--- config.mk ---
export PLATFORM = sky130hd
export DESIGN_NAME = trimmed_mean_threshold_detector
export DESIGN_NICKNAME = d
export VERILOG_FILES = /design/src/rtl/tmtd_pkg.sv /design/src/rtl/tmtd_div.sv /design/src/rtl/trimmed_mean_threshold_detector.sv
export SDC_FILE = /design/constraint.sdc
export NUM_CORES = 1
export LEC_CHECK = 0
export ABC_AREA = 1
export BUFFER_PORTS_ARGS = -buffer_cell sky130_fd_sc_hd__buf_2
export CAP_MARGIN = 10
export CORE_UTILIZATION = 65
export CTS_CLUSTER_DIAMETER = 80
export DETAILED_ROUTE_END_ITERATION = 8
export GPL_ROUTABILITY_DRIVEN = 1
export GPL_TIMING_DRIVEN = 0
export HOLD_SLACK_MARGIN = 0.12
export PLACE_DENSITY = 0.91
export SETUP_SLACK_MARGIN = 0.02
export SLEW_MARGIN = 30
export SYNTH_ARGS = -nofsm -noshare
export SYNTH_HDL_FRONTEND = slang
export SYNTH_SLANG_ARGS = --single-unit
--- constraint.sdc ---
create_clock -name i_clk -period 6.5 [get_ports i_clk]
set_input_delay 1.3 -clock i_clk [delete_from_list [all_inputs] [get_ports i_clk]]
set_output_delay 1.3 -clock i_clk [all_outputs]
set_load 0.05 [all_outputs]
--- src/rtl/tmtd_pkg.sv ---
// Shared constants, register codes and types of the trimmed-mean threshold detector.
package tmtd_pkg;

    localparam int SAMPLE_BITS = 12;
    localparam int MAX_WINDOW  = 16;
    localparam int MIN_WINDOW  = 3;
    localparam int CNT_BITS    = $clog2(MAX_WINDOW + 1);
    localparam int SUM_BITS    = SAMPLE_BITS + $clog2(MAX_WINDOW);
    localparam int BIT_W       = $clog2(SUM_BITS);
    localparam int MODE_BITS   = 3;
    localparam int CFG_BITS    = SAMPLE_BITS;
    localparam int IDX_BITS    = 2;

    localparam logic [CNT_BITS-1:0] WIN_RESET = CNT_BITS'(10);

    // register indexes
    localparam logic [IDX_BITS-1:0] REG_WINDOW = 2'd0;
    localparam logic [IDX_BITS-1:0] REG_LIMIT  = 2'd1;
    localparam logic [IDX_BITS-1:0] REG_MODE   = 2'd2;

    // compare modes
    localparam logic [MODE_BITS-1:0] CMP_EQ = 3'd0;
    localparam logic [MODE_BITS-1:0] CMP_NE = 3'd1;
    localparam logic [MODE_BITS-1:0] CMP_LE = 3'd2;
    localparam logic [MODE_BITS-1:0] CMP_LT = 3'd3;
    localparam logic [MODE_BITS-1:0] CMP_GE = 3'd4;
    localparam logic [MODE_BITS-1:0] CMP_GT = 3'd5;

    typedef struct packed {
        logic                done;
        logic [SUM_BITS-1:0] quotient;
    } t_div_res;

endpackage

--- src/rtl/tmtd_div.sv ---
// Restoring serial divider: one quotient bit per cycle.
module tmtd_div
    import tmtd_pkg::*;
(
    input  logic                i_clk,
    input  logic                i_rst_n,
    input  logic                i_start,
    input  logic [SUM_BITS-1:0] i_dividend,
    input  logic [CNT_BITS-1:0] i_divisor,
    output t_div_res            o_res
);

    logic                r_busy;
    logic                r_done;
    logic [BIT_W-1:0]    r_step;
    logic [CNT_BITS-1:0] r_rem;
    logic [CNT_BITS-1:0] r_div;
    logic [SUM_BITS-1:0] r_quo;

    logic [CNT_BITS:0]   n_trial;
    logic [CNT_BITS:0]   n_diff;
    logic                n_ge;
    logic [CNT_BITS-1:0] n_rem;

    always_comb begin
        n_trial = {r_rem, r_quo[SUM_BITS-1]};
        n_diff  = n_trial - {1'b0, r_div};
        n_ge    = (n_trial >= {1'b0, r_div});
        // remainder stays below the divisor, so it fits the narrow register
        n_rem   = n_ge ? n_diff[CNT_BITS-1:0] : n_trial[CNT_BITS-1:0];
    end

    always_ff @(posedge i_clk) begin
        if (!i_rst_n) begin
            r_busy <= 1'b0;
            r_done <= 1'b0;
            r_step <= '0;
        end else begin
            r_done <= !i_start && r_busy && (r_step == BIT_W'(SUM_BITS - 1));
            if (i_start) begin
                r_busy <= 1'b1;
                r_step <= '0;
            end else if (r_busy) begin
                r_step <= r_step + BIT_W'(1);
                if (r_step == BIT_W'(SUM_BITS - 1)) begin
                    r_busy <= 1'b0;
                end
            end
        end
    end

    always_ff @(posedge i_clk) begin
        if (i_start) begin
            r_quo <= i_dividend;
            r_div <= i_divisor;
            r_rem <= '0;
        end else if (r_busy) begin
            r_rem <= n_rem;
            r_quo <= {r_quo[SUM_BITS-2:0], n_ge};
        end
    end

    assign o_res.done     = r_done;
    assign o_res.quotient = r_quo;

endmodule

--- src/rtl/trimmed_mean_threshold_detector.sv ---
// Top level: bit-serial window accumulator, trimmed mean and threshold compare.
//
//  channel | direction | handshake                 | payload
//  --------+-----------+---------------------------+-----------------------------------
//  input   | in        | i_in_valid / o_in_ready   | i_sample
//  result  | out       | o_out_valid / i_out_ready | o_mean_level, o_condition_met,
//          |           |                           | o_detect_event
//  config  | in        | i_cfg_wr_en               | i_cfg_index, i_cfg_data
//
// A sample passes through accept, a bit-serial pass through the sum, min and max shift
// registers (min and max rotate over the sample bits only), then a fold into the window.
// The sample that closes a window then runs the serial divider, latches the mean and
// loads the output; a result still waiting on the output port delays only that load.
// Reset is synchronous and clears the window, the detect flag and the registers to defaults.
// A new sample is taken while an earlier result waits at the output.
module trimmed_mean_threshold_detector
    import tmtd_pkg::*;
(
    input  logic                   i_clk,
    input  logic                   i_rst_n,
    input  logic                   i_in_valid,
    output logic                   o_in_ready,
    input  logic [SAMPLE_BITS-1:0] i_sample,
    output logic                   o_out_valid,
    input  logic                   i_out_ready,
    output logic [SAMPLE_BITS-1:0] o_mean_level,
    output logic                   o_condition_met,
    output logic                   o_detect_event,
    input  logic                   i_cfg_wr_en,
    input  logic [IDX_BITS-1:0]    i_cfg_index,
    input  logic [CFG_BITS-1:0]    i_cfg_data
);

    localparam logic [2:0] S_IDLE = 3'd0;
    localparam logic [2:0] S_ACC  = 3'd1;
    localparam logic [2:0] S_END  = 3'd2;
    localparam logic [2:0] S_DIV  = 3'd3;
    localparam logic [2:0] S_PUT  = 3'd4;

    logic [2:0]             r_state;
    logic [BIT_W-1:0]       r_bit;
    logic [SAMPLE_BITS-1:0] r_smp;
    logic [SUM_BITS-1:0]    r_sum;
    logic                   r_carry;
    logic [SAMPLE_BITS-1:0] r_min;
    logic [SAMPLE_BITS-1:0] r_max;
    logic                   r_lt;
    logic                   r_gt;
    logic [CNT_BITS-1:0]    r_taken;
    logic [CNT_BITS-1:0]    r_win;
    logic [SAMPLE_BITS-1:0] r_lim;
    logic [MODE_BITS-1:0]   r_mode;
    logic                   r_det;
    logic [SAMPLE_BITS-1:0] r_mean;
    logic                   r_out_valid;
    logic [SAMPLE_BITS-1:0] r_out_mean;
    logic                   r_out_hit;
    logic                   r_out_evt;

    logic                   n_active;
    logic                   n_sbit;
    logic                   n_sum_bit;
    logic                   n_carry;
    logic [SAMPLE_BITS-1:0] n_min;
    logic [SAMPLE_BITS-1:0] n_max;
    logic [CNT_BITS-1:0]    n_taken;
    logic [CNT_BITS-1:0]    n_eff;
    logic                   n_close;
    logic [SUM_BITS-1:0]    n_rest;
    logic [CNT_BITS-1:0]    n_divisor;
    logic                   n_hit;
    logic                   n_load;
    logic                   n_start;
    t_div_res               div_res;

    always_comb begin
        n_active  = (r_bit < BIT_W'(SAMPLE_BITS));
        n_sbit    = n_active & r_smp[0];
        n_sum_bit = r_sum[0] ^ n_sbit ^ r_carry;
        n_carry   = (r_sum[0] & n_sbit) | (r_carry & (r_sum[0] ^ n_sbit));

        n_min   = r_lt ? r_smp : r_min;
        n_max   = r_gt ? r_smp : r_max;
        n_taken = r_taken + CNT_BITS'(1);
        if (r_win < CNT_BITS'(MIN_WINDOW)) begin
            n_eff = CNT_BITS'(MIN_WINDOW);
        end else if (r_win > CNT_BITS'(MAX_WINDOW)) begin
            n_eff = CNT_BITS'(MAX_WINDOW);
        end else begin
            n_eff = r_win;
        end
        n_close   = (n_taken >= n_eff);
        n_rest    = r_sum - SUM_BITS'(n_min) - SUM_BITS'(n_max);
        n_divisor = n_taken - CNT_BITS'(2);
        n_start   = (r_state == S_END) && n_close;
        n_load    = (r_state == S_PUT) && (!r_out_valid || i_out_ready);

        unique case (r_mode)
            CMP_EQ:  n_hit = (r_mean == r_lim);
            CMP_NE:  n_hit = (r_mean != r_lim);
            CMP_LE:  n_hit = (r_mean <= r_lim);
            CMP_LT:  n_hit = (r_mean <  r_lim);
            CMP_GE:  n_hit = (r_mean >= r_lim);
            CMP_GT:  n_hit = (r_mean >  r_lim);
            default: n_hit = 1'b0;
        endcase
    end

    tmtd_div u_div (
        .i_clk      (i_clk),
        .i_rst_n    (i_rst_n),
        .i_start    (n_start),
        .i_dividend (n_rest),
        .i_divisor  (n_divisor),
        .o_res      (div_res)
    );

    // control, window state and configuration
    always_ff @(posedge i_clk) begin
        if (!i_rst_n) begin
            r_state     <= S_IDLE;
            r_bit       <= '0;
            r_sum       <= '0;
            r_min       <= '1;
            r_max       <= '0;
            r_taken     <= '0;
            r_win       <= WIN_RESET;
            r_lim       <= '1;
            r_mode      <= CMP_EQ;
            r_det       <= 1'b0;
            r_out_valid <= 1'b0;
        end else begin
            if (i_cfg_wr_en) begin
                unique case (i_cfg_index)
                    REG_WINDOW: r_win  <= i_cfg_data[CNT_BITS-1:0];
                    REG_LIMIT:  r_lim  <= i_cfg_data[SAMPLE_BITS-1:0];
                    REG_MODE:   r_mode <= i_cfg_data[MODE_BITS-1:0];
                    default: ;
                endcase
            end

            if (n_load) begin
                r_out_valid <= 1'b1;
            end else if (i_out_ready) begin
                r_out_valid <= 1'b0;
            end

            unique case (r_state)
                S_IDLE: begin
                    if (i_in_valid) begin
                        r_state <= S_ACC;
                        r_bit   <= '0;
                    end
                end
                S_ACC: begin
                    r_sum <= {n_sum_bit, r_sum[SUM_BITS-1:1]};
                    if (n_active) begin
                        r_min <= {r_min[0], r_min[SAMPLE_BITS-1:1]};
                        r_max <= {r_max[0], r_max[SAMPLE_BITS-1:1]};
                    end
                    r_bit <= r_bit + BIT_W'(1);
                    if (r_bit == BIT_W'(SUM_BITS - 1)) begin
                        r_state <= S_END;
                    end
                end
                S_END: begin
                    if (n_close) begin
                        r_sum   <= '0;
                        r_min   <= '1;
                        r_max   <= '0;
                        r_taken <= '0;
                        r_state <= S_DIV;
                    end else begin
                        r_min   <= n_min;
                        r_max   <= n_max;
                        r_taken <= n_taken;
                        r_state <= S_IDLE;
                    end
                end
                S_DIV: begin
                    if (div_res.done) begin
                        r_state <= S_PUT;
                    end
                end
                S_PUT: begin
                    if (n_load) begin
                        r_det   <= n_hit;
                        r_state <= S_IDLE;
                    end
                end
                default: r_state <= S_IDLE;
            endcase
        end
    end

    // payload: sample rotator, serial compare flags, carry, mean, result beat
    always_ff @(posedge i_clk) begin
        if (r_state == S_IDLE) begin
            r_smp   <= i_sample;
            r_carry <= 1'b0;
            r_lt    <= 1'b0;
            r_gt    <= 1'b0;
        end else if (r_state == S_ACC) begin
            r_carry <= n_carry;
            if (n_active) begin
                // LSB first: a higher differing bit overrides the lower ones
                if (r_smp[0] != r_min[0]) r_lt <= r_min[0];
                if (r_smp[0] != r_max[0]) r_gt <= r_smp[0];
                r_smp <= {r_smp[0], r_smp[SAMPLE_BITS-1:1]};
            end
        end
        if (div_res.done) begin
            r_mean <= div_res.quotient[SAMPLE_BITS-1:0];
        end
        if (n_load) begin
            r_out_mean <= r_mean;
            r_out_hit  <= n_hit;
            r_out_evt  <= n_hit & ~r_det;
        end
    end

    assign o_in_ready      = (r_state == S_IDLE);
    assign o_out_valid     = r_out_valid;
    assign o_mean_level    = r_out_mean;
    assign o_condition_met = r_out_hit;
    assign o_detect_event  = r_out_evt;

endmodule

Word level (Yosys, flattened, before mapping)

Index checks and enable logic that the tools add are counted.

Logic and storage cells: 133
Bits of input ports: 31
Register bits after elaboration: 147

Muxes and demuxes: 33
Bitwise logic cells: 9
Eq/ne operators: 23
Reductions and logical operators: 27
Magnitude comparators: 9
$add $sub $neg: 7

Operator list:

| kind                | count |
|---|---|
| $mux 12             | 9 |
| $mux 16             | 3 |
| $pmux 12 s2         | 2 |
| $pmux 16 s2         | 1 |
| $sub 16x12->16      | 2 |
| $mux 5              | 4 |
| $reduce_and 2->1    | 8 |
| $pmux 3 s5          | 1 |
| $eq 12x12->1        | 1 |
| $eq 3x2->1 const B  | 4 |
| $ge 12x12->1        | 1 |
| $gt 12x12->1        | 1 |
| $le 12x12->1        | 1 |
| $lt 12x12->1        | 1 |
| $mux 3              | 4 |
| $ne 12x12->1        | 1 |
| $ne 2x2->1 const B  | 5 |
| $reduce_bool 2->1   | 5 |
| $eq 3x3->1 const B  | 3 |
| $add 4x1->4 const B | 2 |
| $eq 4x4->1 const B  | 2 |
| $pmux 4 s2          | 1 |
| $eq 3x1->1 const B  | 2 |
| $ge 6x5->1          | 1 |
| 27 further kinds    | 43 |

Depth between registers and ports, before layout

Gate-level depths: netlist of run 1.

Word-level depth: 8
Mapped depth: 16
Depth with buffers taken out: 15

Hierarchy

From an unflattened synthesis of run 1, not the netlist that was laid out.

Cell total of the unflattened synthesis: 950
Area, all modules: 7863.8 µm²

By module, submodules not included:

| module                          | instances | cells an instance | area each (µm²) | sequential area each (µm²) |
|---|---|---|---|---|
| trimmed_mean_threshold_detector | 1         | 775               | 6298.5          | 2682.6 |
| tmtd_div                        | 1         | 175               | 1565.3          | 850.8 |

Least setup slack after synthesis of run 1

Ideal clock, no wire load.

Kind: register to register
Start: reg r_lt
End: reg u_div.r_quo[8] (data pin)
Clock period less this slack: 2.795 ns
Stages on the path, launching flop included: 13
Library setup time: 0.253 ns
Path slack: 3.705 ns
Data required time: 6.247 ns
Arrival time: 2.542 ns
Cell sequence: dfxtp_1 > clkbuf_1 > nand2_1 > o21ai_0 > fa_1 > ha_1 > a21oi_1 > o21ai_1 > a21boi_0 > o21ai_0 > xor2_1 > nand2_1 > nand2_1

Longest elaborated chain between the ends: 4

Ends and longest elaborated chain:

| element                     | line                                   | RTL |
|---|---|---|
| start: declaration          | trimmed_mean_threshold_detector.sv:47  | `logic r_lt;` |
| start signal: assignment    | trimmed_mean_threshold_detector.sv:207 | `if (r_smp[0] != r_min[0]) r_lt <= r_min[0];` |
| $mux 12                     | trimmed_mean_threshold_detector.sv:82  | `n_min = r_lt ? r_smp : r_min;` |
| $sub 16x12->16 (2 in a row) | trimmed_mean_threshold_detector.sv:93  | `n_rest = r_sum - SUM_BITS'(n_min) - SUM_BITS'(n_max);` |
| $mux 16                     | tmtd_div.sv:53                         | `if (i_start) begin` |
| end signal: assignment      | tmtd_div.sv:54                         | `r_quo <= i_dividend;` |
| end signal: assignment      | tmtd_div.sv:59                         | `r_quo <= {r_quo[SUM_BITS-2:0], n_ge};` |
| end: declaration            | tmtd_div.sv:18                         | `logic [SUM_BITS-1:0] r_quo;` |

No other way between the ends.
A chain may end at the register's enable or synchronous reset.

Worst setup path in the final report of run 1

Start: reg r_lt
End: reg u_div.r_quo[13] (data pin)

The elaborated chain is that of the path after synthesis.

==> reports/metrics.cfg, run 1 <==
[layout]
layout_common_cells=219 x nand2_1, 92 x inv_1, 88 x dfxtp_1
layout-drive-gt1-share_pct=11.6
layout_commonest_cell=nand2_1
n_antenna_cell=0
design_area_um2=8780
syn2layout_area_growth_pct=12.9
fin_nets=1080

[drt]
ant_nets=0
drc_errors=10
wl_mm=18.8
dr.pass1.iters=7
wl_per_cell_um=16.3
vias=6800
vias_per_cell=5.91
drt_iter0_drc=779

[floorplan]
core_area_um2=11600
die_w_um=111
rows=39
start_util_pct=67.3
io_pins=47
die_h_um=111
fp.dieArea_um2=12400

[critical_path]
cp.required_ps=6680
crit_type=flop to flop
worstSetupEndpoint=u_div.r_quo[13]
cp-end-kind=flop
critPathMaxFanout=10
reg2reg_depth=14
r2r-start=r_lt
start_kind=flop
startpoint=r_lt
reg2reg_slack_ps=3110
cp.arrival_ps=3570
r2r-end=u_div.r_quo[13]

[synth]
syn_nets=1015
yosysWarnings=0
synthArstFlopShare_pct=0
synthCells=929
ys_types=42
synth.cell_area_um2=7780
ys_seq_elements=147
synthFlopType=dfxtp_1
ys_seq_area_share_pct=45.4
syn_area_per_cell_um2=8.38
synth_edf_count=59

[sta]
hold_viol_final=0
slew_headroom_pct=35.9
fin_crit_sh_pct=52.1
finalCriticalPeriod_ps=3390
setup_tns_ps=0
whs_ps=450
fin_ws_ps=3110
worst_pin_slew_ps=960
setup_violations=0
finalMaxSlewViolations=0
clock.fmax_mhz=295
rsz0062_at_grt=false
finClkSkew_ps=4.96

[clocking]
postCtsSetupBuffers=0
cts_sinks=147
ctsLongestPathBuffers=2
clk_pin_slew_ps=60
cts_resized=0
h-tree-depth=4
cts_tree=yes
clkLatencyLatePin_ps=420
root_buffer=clkbuf_16
numCtsBuffers=17
hold_buffers=0

[run_status]
status=finished with violations
failed_checks=design-rule violations

[global_routing]
grt_max_degree=21
grt-ovfl-total=0
grt_pass1_vias=6571
grt_pass1_wl_mm=30.5
groute.usage.overall_pct=31.5
antenna_found_initial=0

[placed_design]
gp_congestion=0.939
io_buffers=46
dp_slack_ps=3220
place_area_um2=8190
dp_hpwl_mm=13.6

[job]
maxCapViolations=0

[power]
p_leak_nw=3.78
peakVddDrop_v=0.000394
powerDensity_nw_per_um2=483

[worst_hold_path]
min_path_type=flop to flop

worst max-delay path, stage by stage, from the launching register on:
cell and delay [ps]:
dfxtp_1 430, clkbuf_1 370, nand2_1 100, o21ai_0 250, fa_1 530, ha_1 400, a21oi_1 240, a21boi_0 340
nor3_1 80, nor2_1 140, nand2_1 70, nand2_1 60, nand2_1 50, nand2_1 50, nand2_1 50
per-stage QoR:
stage | power [mW] | util [%] | instances
finish | 4.24 | 76.0 | 1150
global route | 4.53 | 76.0 | 1150
CTS | 4.20 | 76.0 | 1150
detailed placement | 3.19 | 70.9 | 1118
global placement | 3.11 | 70.8 | 1118
floorplan | 2.74 | - | 929
worst min path at each step:
| stage | start | endpoint | slack, ps | depth (start not counted) |
|---|---|---|---|---|
| 5_1_grt | u_div.r_quo[4] | r_mean[4] | 450 | 0 |
| 4_1_cts | u_div.r_quo[4] | r_mean[4] | 450 | 0 |
| 3_5_place_dp | u_div.r_quo[4] | r_mean[4] | 430 | 0 |
| 6_report | u_div.r_quo[4] | r_mean[4] | 450 | 0 |
| 2_1_floorplan | r_mean[0] | o_mean_level[0] | 430 | 0 |
| 3_3_place_gp | u_div.r_quo[11] | r_mean[11] | 430 | 0 |
synthesized netlist by cell type (all sizes together), types with 2 or more instances:
cell / instances / share of area [%]
nand2: 222 / 11
inv: 97 / 4.7
o21ai: 95 / 6.1
dfxtp: 88 / 23
a21oi: 63 / 4.1
nor2: 61 / 3.0
edfxtp: 59 / 23
ha: 41 / 6.6
nand3: 39 / 2.5
nor3: 25 / 1.8
clkbuf: 23 / 1.1
buf: 15 / 1.1
fa: 14 / 3.6
o211ai: 14 / 1.4
xor2: 14 / 1.6
nor4: 12 / 1.8
xnor2: 8 / 0.90
nand4: 7 / 0.56
o221ai: 5 / 0.56
a211oi: 4 / 0.39
a21o: 4 / 0.39
o22ai: 4 / 0.32
or2: 4 / 0.32
nand3b: 3 / 0.34
a21boi: 2 / 0.19
clkinv: 2 / 0.11
o2111ai: 2 / 0.23
report_power, final:
part | total (mW) | switching (mW) | internal (mW)
sequential | 1.27 | 0.0987 | 1.17
clock | 0.987 | 0.386 | 0.601
combinational | 1.99 | 1.33 | 0.656
sequential cells by signal, indices dropped and copies added, names as in the netlist, 4 cells and up:
name and flops:
o_mean_level 12, u_div.r_div 5, r_mean 12, u_div.r_quo 16, r_lim 12, r_bit 4, r_sum 16, r_max 12
r_taken 5, r_min 12, r_smp 12, u_div.r_step 4, u_div.r_rem 5, r_win 5
cell families after synthesis:
kind of cell	after synthesis	synth area share, %
adder cells (fa/ha/maj)	55	10.2
buffers and inverters	137	7.03
XOR/XNOR	22	2.48
flip-flops	147	45.4
AO/OA/AOI/OAI	195	13.8
AND/OR/NAND/NOR	373	21.1
cell type report:
type / instances / area [um^2]
clock inverter: 14 / 161
tap: 143 / 179
clock buffer: 18 / 429
inverter: 99 / 373
timing repair buffer: 46 / 230
fill: 790 / 2780
multi-input combinational: 645 / 3700
buffer: 38 / 174
sequential: 147 / 3530
layer usage:
metal  share of wire (%)  GRT usage (%)
met1                  39           36.0
met2                  49           54.1
met3                 6.6           7.02
met4                 5.0           19.4
met5                   0              0
No activity file was read; power rests on OpenSTA's default activity.
==> inputs of run 2 (changes only) <==
--- a/config.mk
+++ b/config.mk
@@ -8,13 +8,13 @@
 export ABC_AREA = 1
 export BUFFER_PORTS_ARGS = -buffer_cell sky130_fd_sc_hd__buf_2
 export CAP_MARGIN = 10
-export CORE_UTILIZATION = 65
+export CORE_UTILIZATION = 61
 export CTS_CLUSTER_DIAMETER = 80
 export DETAILED_ROUTE_END_ITERATION = 8
 export GPL_ROUTABILITY_DRIVEN = 1
 export GPL_TIMING_DRIVEN = 0
 export HOLD_SLACK_MARGIN = 0.12
-export PLACE_DENSITY = 0.91
+export PLACE_DENSITY = 0.87
 export SETUP_SLACK_MARGIN = 0.02
 export SLEW_MARGIN = 30
 export SYNTH_ARGS = -nofsm -noshare
==> constraint.sdc (replaced) <==
create_clock -name i_clk -period 3.4 [get_ports i_clk]
set_input_delay 0.68 -clock i_clk [delete_from_list [all_inputs] [get_ports i_clk]]
set_output_delay 0.68 -clock i_clk [all_outputs]
set_load 0.05 [all_outputs]
==> run 2 against run 1 <==
Effect of this change: the flow now finishes without violations; maximum frequency is 5.5% higher; via count fell by 0.12%; setup slack got worse by 2900 ps; first-iteration DRC count decreased by 12%; sequential cell count stayed put; hold slack about the same; cell count up 2.3%; register-to-register slack lost 2900 ps; clock skew is 1.2 ps higher; wire length is 0.61% higher; count of clock-buffer cells in the layout grew 2; critical endpoint is now u_div.r_quo[14]; largest power group unchanged.
==> reports/metrics.cfg, run 2 (synthesis gave the netlist of run 1 again) <==
[placed_design]
io_buffers=46
dp.cells=1144
gp_congestion=0.955
place_area_um2=8240
dp_hpwl_mm=13.3
dp_slack_ps=115

[global_routing]
grt-ovfl-total=0
antenna_found_initial=0
grt_pass1_wl_mm=30.5
grt_max_degree=21
groute.usage.overall_pct=30.3
grt_pass1_vias=6539

[floorplan]
fp.dieArea_um2=13200
start_util_pct=63.7
core_area_um2=12200
die_h_um=115
io_pins=47
rows=40
die_w_um=115

[drt]
vias=6792
wl_mm=18.9
vias_per_cell=5.78
wl_per_cell_um=16.0
drt_iter0_drc=683
ant_nets=0
drc_errors=0
dr.pass1.iters=6

[sta]
slew_headroom_pct=51.5
finalMaxSlewViolations=0
setup_tns_ps=0
clock.fmax_mhz=311
hold_viol_final=0
fin_crit_sh_pct=94.5
worst_pin_slew_ps=728
rsz0062_at_grt=false
fin_ws_ps=186
finClkSkew_ps=6.19
finalCriticalPeriod_ps=3210
setup_violations=0

[critical_path]
critPathMaxFanout=10
r2r-start=r_lt
crit_type=flop to flop
startpoint=r_lt
start_kind=flop
cp-end-kind=flop
cp.arrival_ps=3400
cp.required_ps=3590

[worst_hold_path]
min_path_type=flop to flop
hp-start=u_div.r_quo[11]

[clocking]
cts_tree=yes
h-tree-depth=4
clkLatencyLatePin_ps=440
root_buffer=clkbuf_16
postCtsSetupBuffers=0
numCtsBuffers=17
ctsLongestPathBuffers=2
clk_pin_slew_ps=60
cts_sinks=147

[run_status]
status=finished clean

[layout]
biggestRegsByFlops=r_sum x16, u_div.r_quo x16
fillers=975
n_antenna_cell=0
stdcell_count=1176
layout_commonest_cell=nand2_1
fin_nets=1081
layout_common_cells=218 x nand2_1, 92 x inv_1, 88 x dfxtp_1
syn2layout_area_growth_pct=13.4
design_area_um2=8820
layout-drive-gt1-share_pct=11.9

[power]
p_total_mw=8.09
peakVddDrop_v=0.000823
p_leak_nw=3.79
powerDensity_nw_per_um2=917

[job]
maxCapViolations=0

run 2: cell types whose count changed in the layout (fill, tap and decap cells not counted), moves of 2 or more:
cell      previous run  this run
a21boi_1             0         2
inv_6                2         0
o21ai_1              8        11
o21ai_0             87        83
a21boi_0             2         0
clkbuf_2             0         3
run 2: path summary, 6_finish.rpt:
kind,to,slack (ps),cells past startpoint
worst max-delay path,u_div.r_quo[14],190,12
worst min-delay path,r_mean[11],450,0
worst max register to register,u_div.r_quo[14],190,12
worst min register to register,r_mean[11],450,0
run 2: critical path, cell delays in order, from the launching register on:
cell,delay [ps]
dfxtp_1,380
clkbuf_2,230
o21ai_0,550
fa_1,530
ha_1,380
a21oi_1,270
o21ai_0,130
nand2_1,80
nand3_1,100
nand2_1,110
nand3_1,70
nand2_1,70
o21ai_1,50
run 2: repair_timing:
action / CTS / global route
endpoints found under the setup margin: 0 / 11
gates resized for setup: 0 / 14
hold endpoints to repair: 0 / 0
hold buffers: 0 / 0
run 2: cell type report:
| cell class | count | area (um^2) | area share [%] |
|---|---|---|---|
| clock buffer | 20 | 437 | 4.95 |
| buffer | 38 | 178 | 2.01 |
| sequential | 147 | 3530 | 40.1 |
| tap | 168 | 210 | 2.38 |
| clock inverter | 12 | 139 | 1.57 |
| inverter | 99 | 373 | 4.23 |
| multi-input combinational | 645 | 3710 | 42.1 |
| timing repair buffer | 47 | 241 | 2.74 |
run 2: through the flow:
stage	util [%]	hold slack [ps]
finish	72.2	450
global route	72.2	460
CTS	72.2	450
floorplan	-	426
global placement	67.3	433
detailed placement	67.4	437
run 2: routing by layer:
metal / wire length [um] / global-route usage [%]
met5: 0 / 0
met4: 980 / 18.0
met3: 1450 / 7.12
met2: 8960 / 51.5
met1: 7480 / 35.1
run 2: where the power goes:
group	internal [mW]	leakage (nW)	switching, mW
Clock	1.14	0.282	0.725
Combinational	1.28	2.24	2.53
Sequential	2.23	1.27	0.184
==> inputs of run 3 (changes only) <==
--- a/config.mk
+++ b/config.mk
@@ -5,12 +5,11 @@
 export SDC_FILE = /design/constraint.sdc
 export NUM_CORES = 1
 export LEC_CHECK = 0
-export ABC_AREA = 1
-export BUFFER_PORTS_ARGS = -buffer_cell sky130_fd_sc_hd__buf_2
 export CAP_MARGIN = 10
-export CORE_UTILIZATION = 61
-export CTS_CLUSTER_DIAMETER = 80
+export CORE_UTILIZATION = 64
+export CTS_CLUSTER_DIAMETER = 60
 export DETAILED_ROUTE_END_ITERATION = 8
+export DONT_BUFFER_PORTS = 1
 export GPL_ROUTABILITY_DRIVEN = 1
 export GPL_TIMING_DRIVEN = 0
 export HOLD_SLACK_MARGIN = 0.12
==> run 3 against run 2 <==
Effect of this change: the run now ends with design-rule violations left; clock skew grew 2.6 ps; die area decreased by 5.7%; sequential share of layout area up 1.5 points; synthesized cell count decreased by 14%; register-to-register slack worse by 120 ps; global-route usage up 0.38 points; critical endpoint is now u_div.r_quo[12]; via count fell by 9.1%; clock power decreased by 2%; maximum frequency fell by 3.7%; core utilization is 1.3 points higher; sequential power shrank 4%.
==> reports/metrics.cfg, run 3 <==
[run_status]
status=finished with violations
failed_checks=design-rule violations

[placed_design]
dp_hpwl_mm=13.5
io_buffers=0
gp_congestion=0.901
dp_slack_ps=-459
place_area_um2=7870
dp.cells=939

[sta]
finalCriticalPeriod_ps=3340
hold_viol_final=0
finClkSkew_ps=8.82
fin_crit_sh_pct=98.1
slew_headroom_pct=40.2
finalMaxSlewViolations=0
whs_ps=378
clock.fmax_mhz=300
setup_violations=0
fin_ws_ps=63.4
worst_pin_slew_ps=894

[clocking]
root_buffer=clkbuf_16
cts_sinks=147
clkLatencyLatePin_ps=430
numCtsBuffers=17
ctsLongestPathBuffers=2
h-tree-depth=4
postCtsSetupBuffers=0
clk_pin_slew_ps=60
cts_tree=yes

[floorplan]
io_pins=47
start_util_pct=66.5
core_area_um2=11600
rows=39
die_w_um=112
fp.dieArea_um2=12500
die_h_um=112

[drt]
vias_per_cell=6.36
drc_errors=4
vias=6173
dr.pass1.iters=8
ant_nets=0
wl_mm=18.7
drt_iter0_drc=529
wl_per_cell_um=19.3

[layout]
fin_nets=900
n_antenna_cell=0
design_area_um2=8510
fillers=747
layout-drive-gt1-share_pct=9.79
syn2layout_area_growth_pct=10.6
layout_commonest_cell=nand2_1
stdcell_count=970
biggestRegsByFlops=r_sum x16, u_div.r_quo x16
layout_common_cells=119 x nand2_1, 86 x dfxtp_1, 59 x edfxtp_1

[synth]
synthTopCellsByCount=119 x nand2_1, 88 x dfxtp_1, 59 x edfxtp_1
synth_edf_count=59
synth_top_area_cell=edfxtp_1
ys_seq_elements=147
syn_area_per_cell_um2=9.66
synthFlopType=dfxtp_1
ys_seq_area_share_pct=45.9
syn_nets=882
synthArstFlopShare_pct=0
ys_types=55
synth_top_area_share_pct=23.0
synth.cell_area_um2=7690
synthCells=796
synth.most_common_cell=nand2_1
yosysWarnings=0
synthTopCellsByArea=edfxtp_1 23%, dfxtp_1 23%, ha_1 6.7%

[global_routing]
grt-ovfl-total=0
antenna_found_initial=0
grt_pass1_vias=5994
groute.usage.overall_pct=30.7
grt_pass1_wl_mm=29.5
grt_max_degree=17

[power]
p_total_mw=7.61
swShare_pct=38.4
p_sw_mw=2.92
peakVddDrop_v=0.000711
seq_power_share_pct=30.5
p_int_mw=4.69
combPwrFrac_pct=45.6
p_leak_nw=3.36
p_clk_share_pct=23.9
powerDensity_nw_per_um2=895

[worst_hold_path]
min_path_type=input pin to flop

[critical_path]
slowest_delay_ps=470
critPathMaxFanout=10
path_cells=clkbuf_8 > mux2i_1 > fa_1 > ha_1 > a21oi_2 > nand2_1 > a21boi_0 > a21boi_0 > o21a_1 > o31ai_1
critPathMostFrequentCell=a21boi_0
crit_type=flop to flop
cp.arrival_ps=3600
cp_slowest_cell=fa_1
crit_buf_inv=1
cp-end-kind=flop
start_kind=flop
cp.required_ps=3670
path_delay_family=compound AO/OA/AOI/OAI gates

[job]
maxCapViolations=0

==> run 3: final timing paths <==
check	startpoint	to	slack (ps)	cells past startpoint
worst max-delay path	r_gt	u_div.r_quo[12]	60	10
worst max register to register	r_gt	u_div.r_quo[12]	60	10
worst min register to register	u_div.r_quo[2]	r_mean[2]	450	0
worst min-delay path	i_cfg_data[3]	r_win[3]	380	2
==> run 3: per-stage QoR <==
stage                     TNS (ps)  util (%)
after floorplan                  0         -
after global placement       -1800      68.1
after detailed placement     -2410      68.1
after CTS                        0      73.2
after global routing         -65.2      73.6
final                            0      73.6
==> run 3: layout make-up <==
type / instances / area (um^2) / area share [%]
Inverter: 49 / 184 / 2.16
Multi-Input combinational cell: 558 / 3840 / 45.2
Buffer: 41 / 194 / 2.28
Tap cell: 143 / 179 / 2.10
Clock inverter: 11 / 111 / 1.31
Sequential cell: 147 / 3540 / 41.6
Clock buffer: 21 / 460 / 5.41
==> run 3: kinds of logic (layout without fill, tap and decap cells) <==
logic type,after synthesis,after routing,share of synthesized area (%)
AOI/OAI and AO/OA,172,172,14.4
xor gates and xnor gates,24,24,2.73
adders and majority gates,55,55,10.3
buffers and inverters,91,122,4.67
DFF,147,147,45.9
muxes,46,46,6.39
and+or+nand+nor,261,261,15.6
==> run 3: what timing repair did <==
action / CTS / global route
hold buffers: 0 / 0
gates resized for setup: 8 / 9
setup endpoints to repair: 9 / 7
==> run 3: power groups by stage <==
stage / registers [mW] / logic (mW) / clock network, mW
floorplan: 2.25 / 2.51 / 0
global placement: 2.32 / 3.05 / 0
detailed placement: 2.33 / 3.18 / 0
CTS: 2.31 / 3.23 / 1.82
global route: 2.34 / 3.78 / 1.89
finish: 2.32 / 3.47 / 1.82
==> run 3: routing by layer <==
layer	wire length [um]	up-vias	share of wire, %	GRT usage, %
met5	0	-	0	0
met4	800	0	4.3	17.8
met3	1290	76	6.9	6.21
met2	9160	325	49	51.4
met1	7440	2902	40	36.9
li1	-	2870	-	-
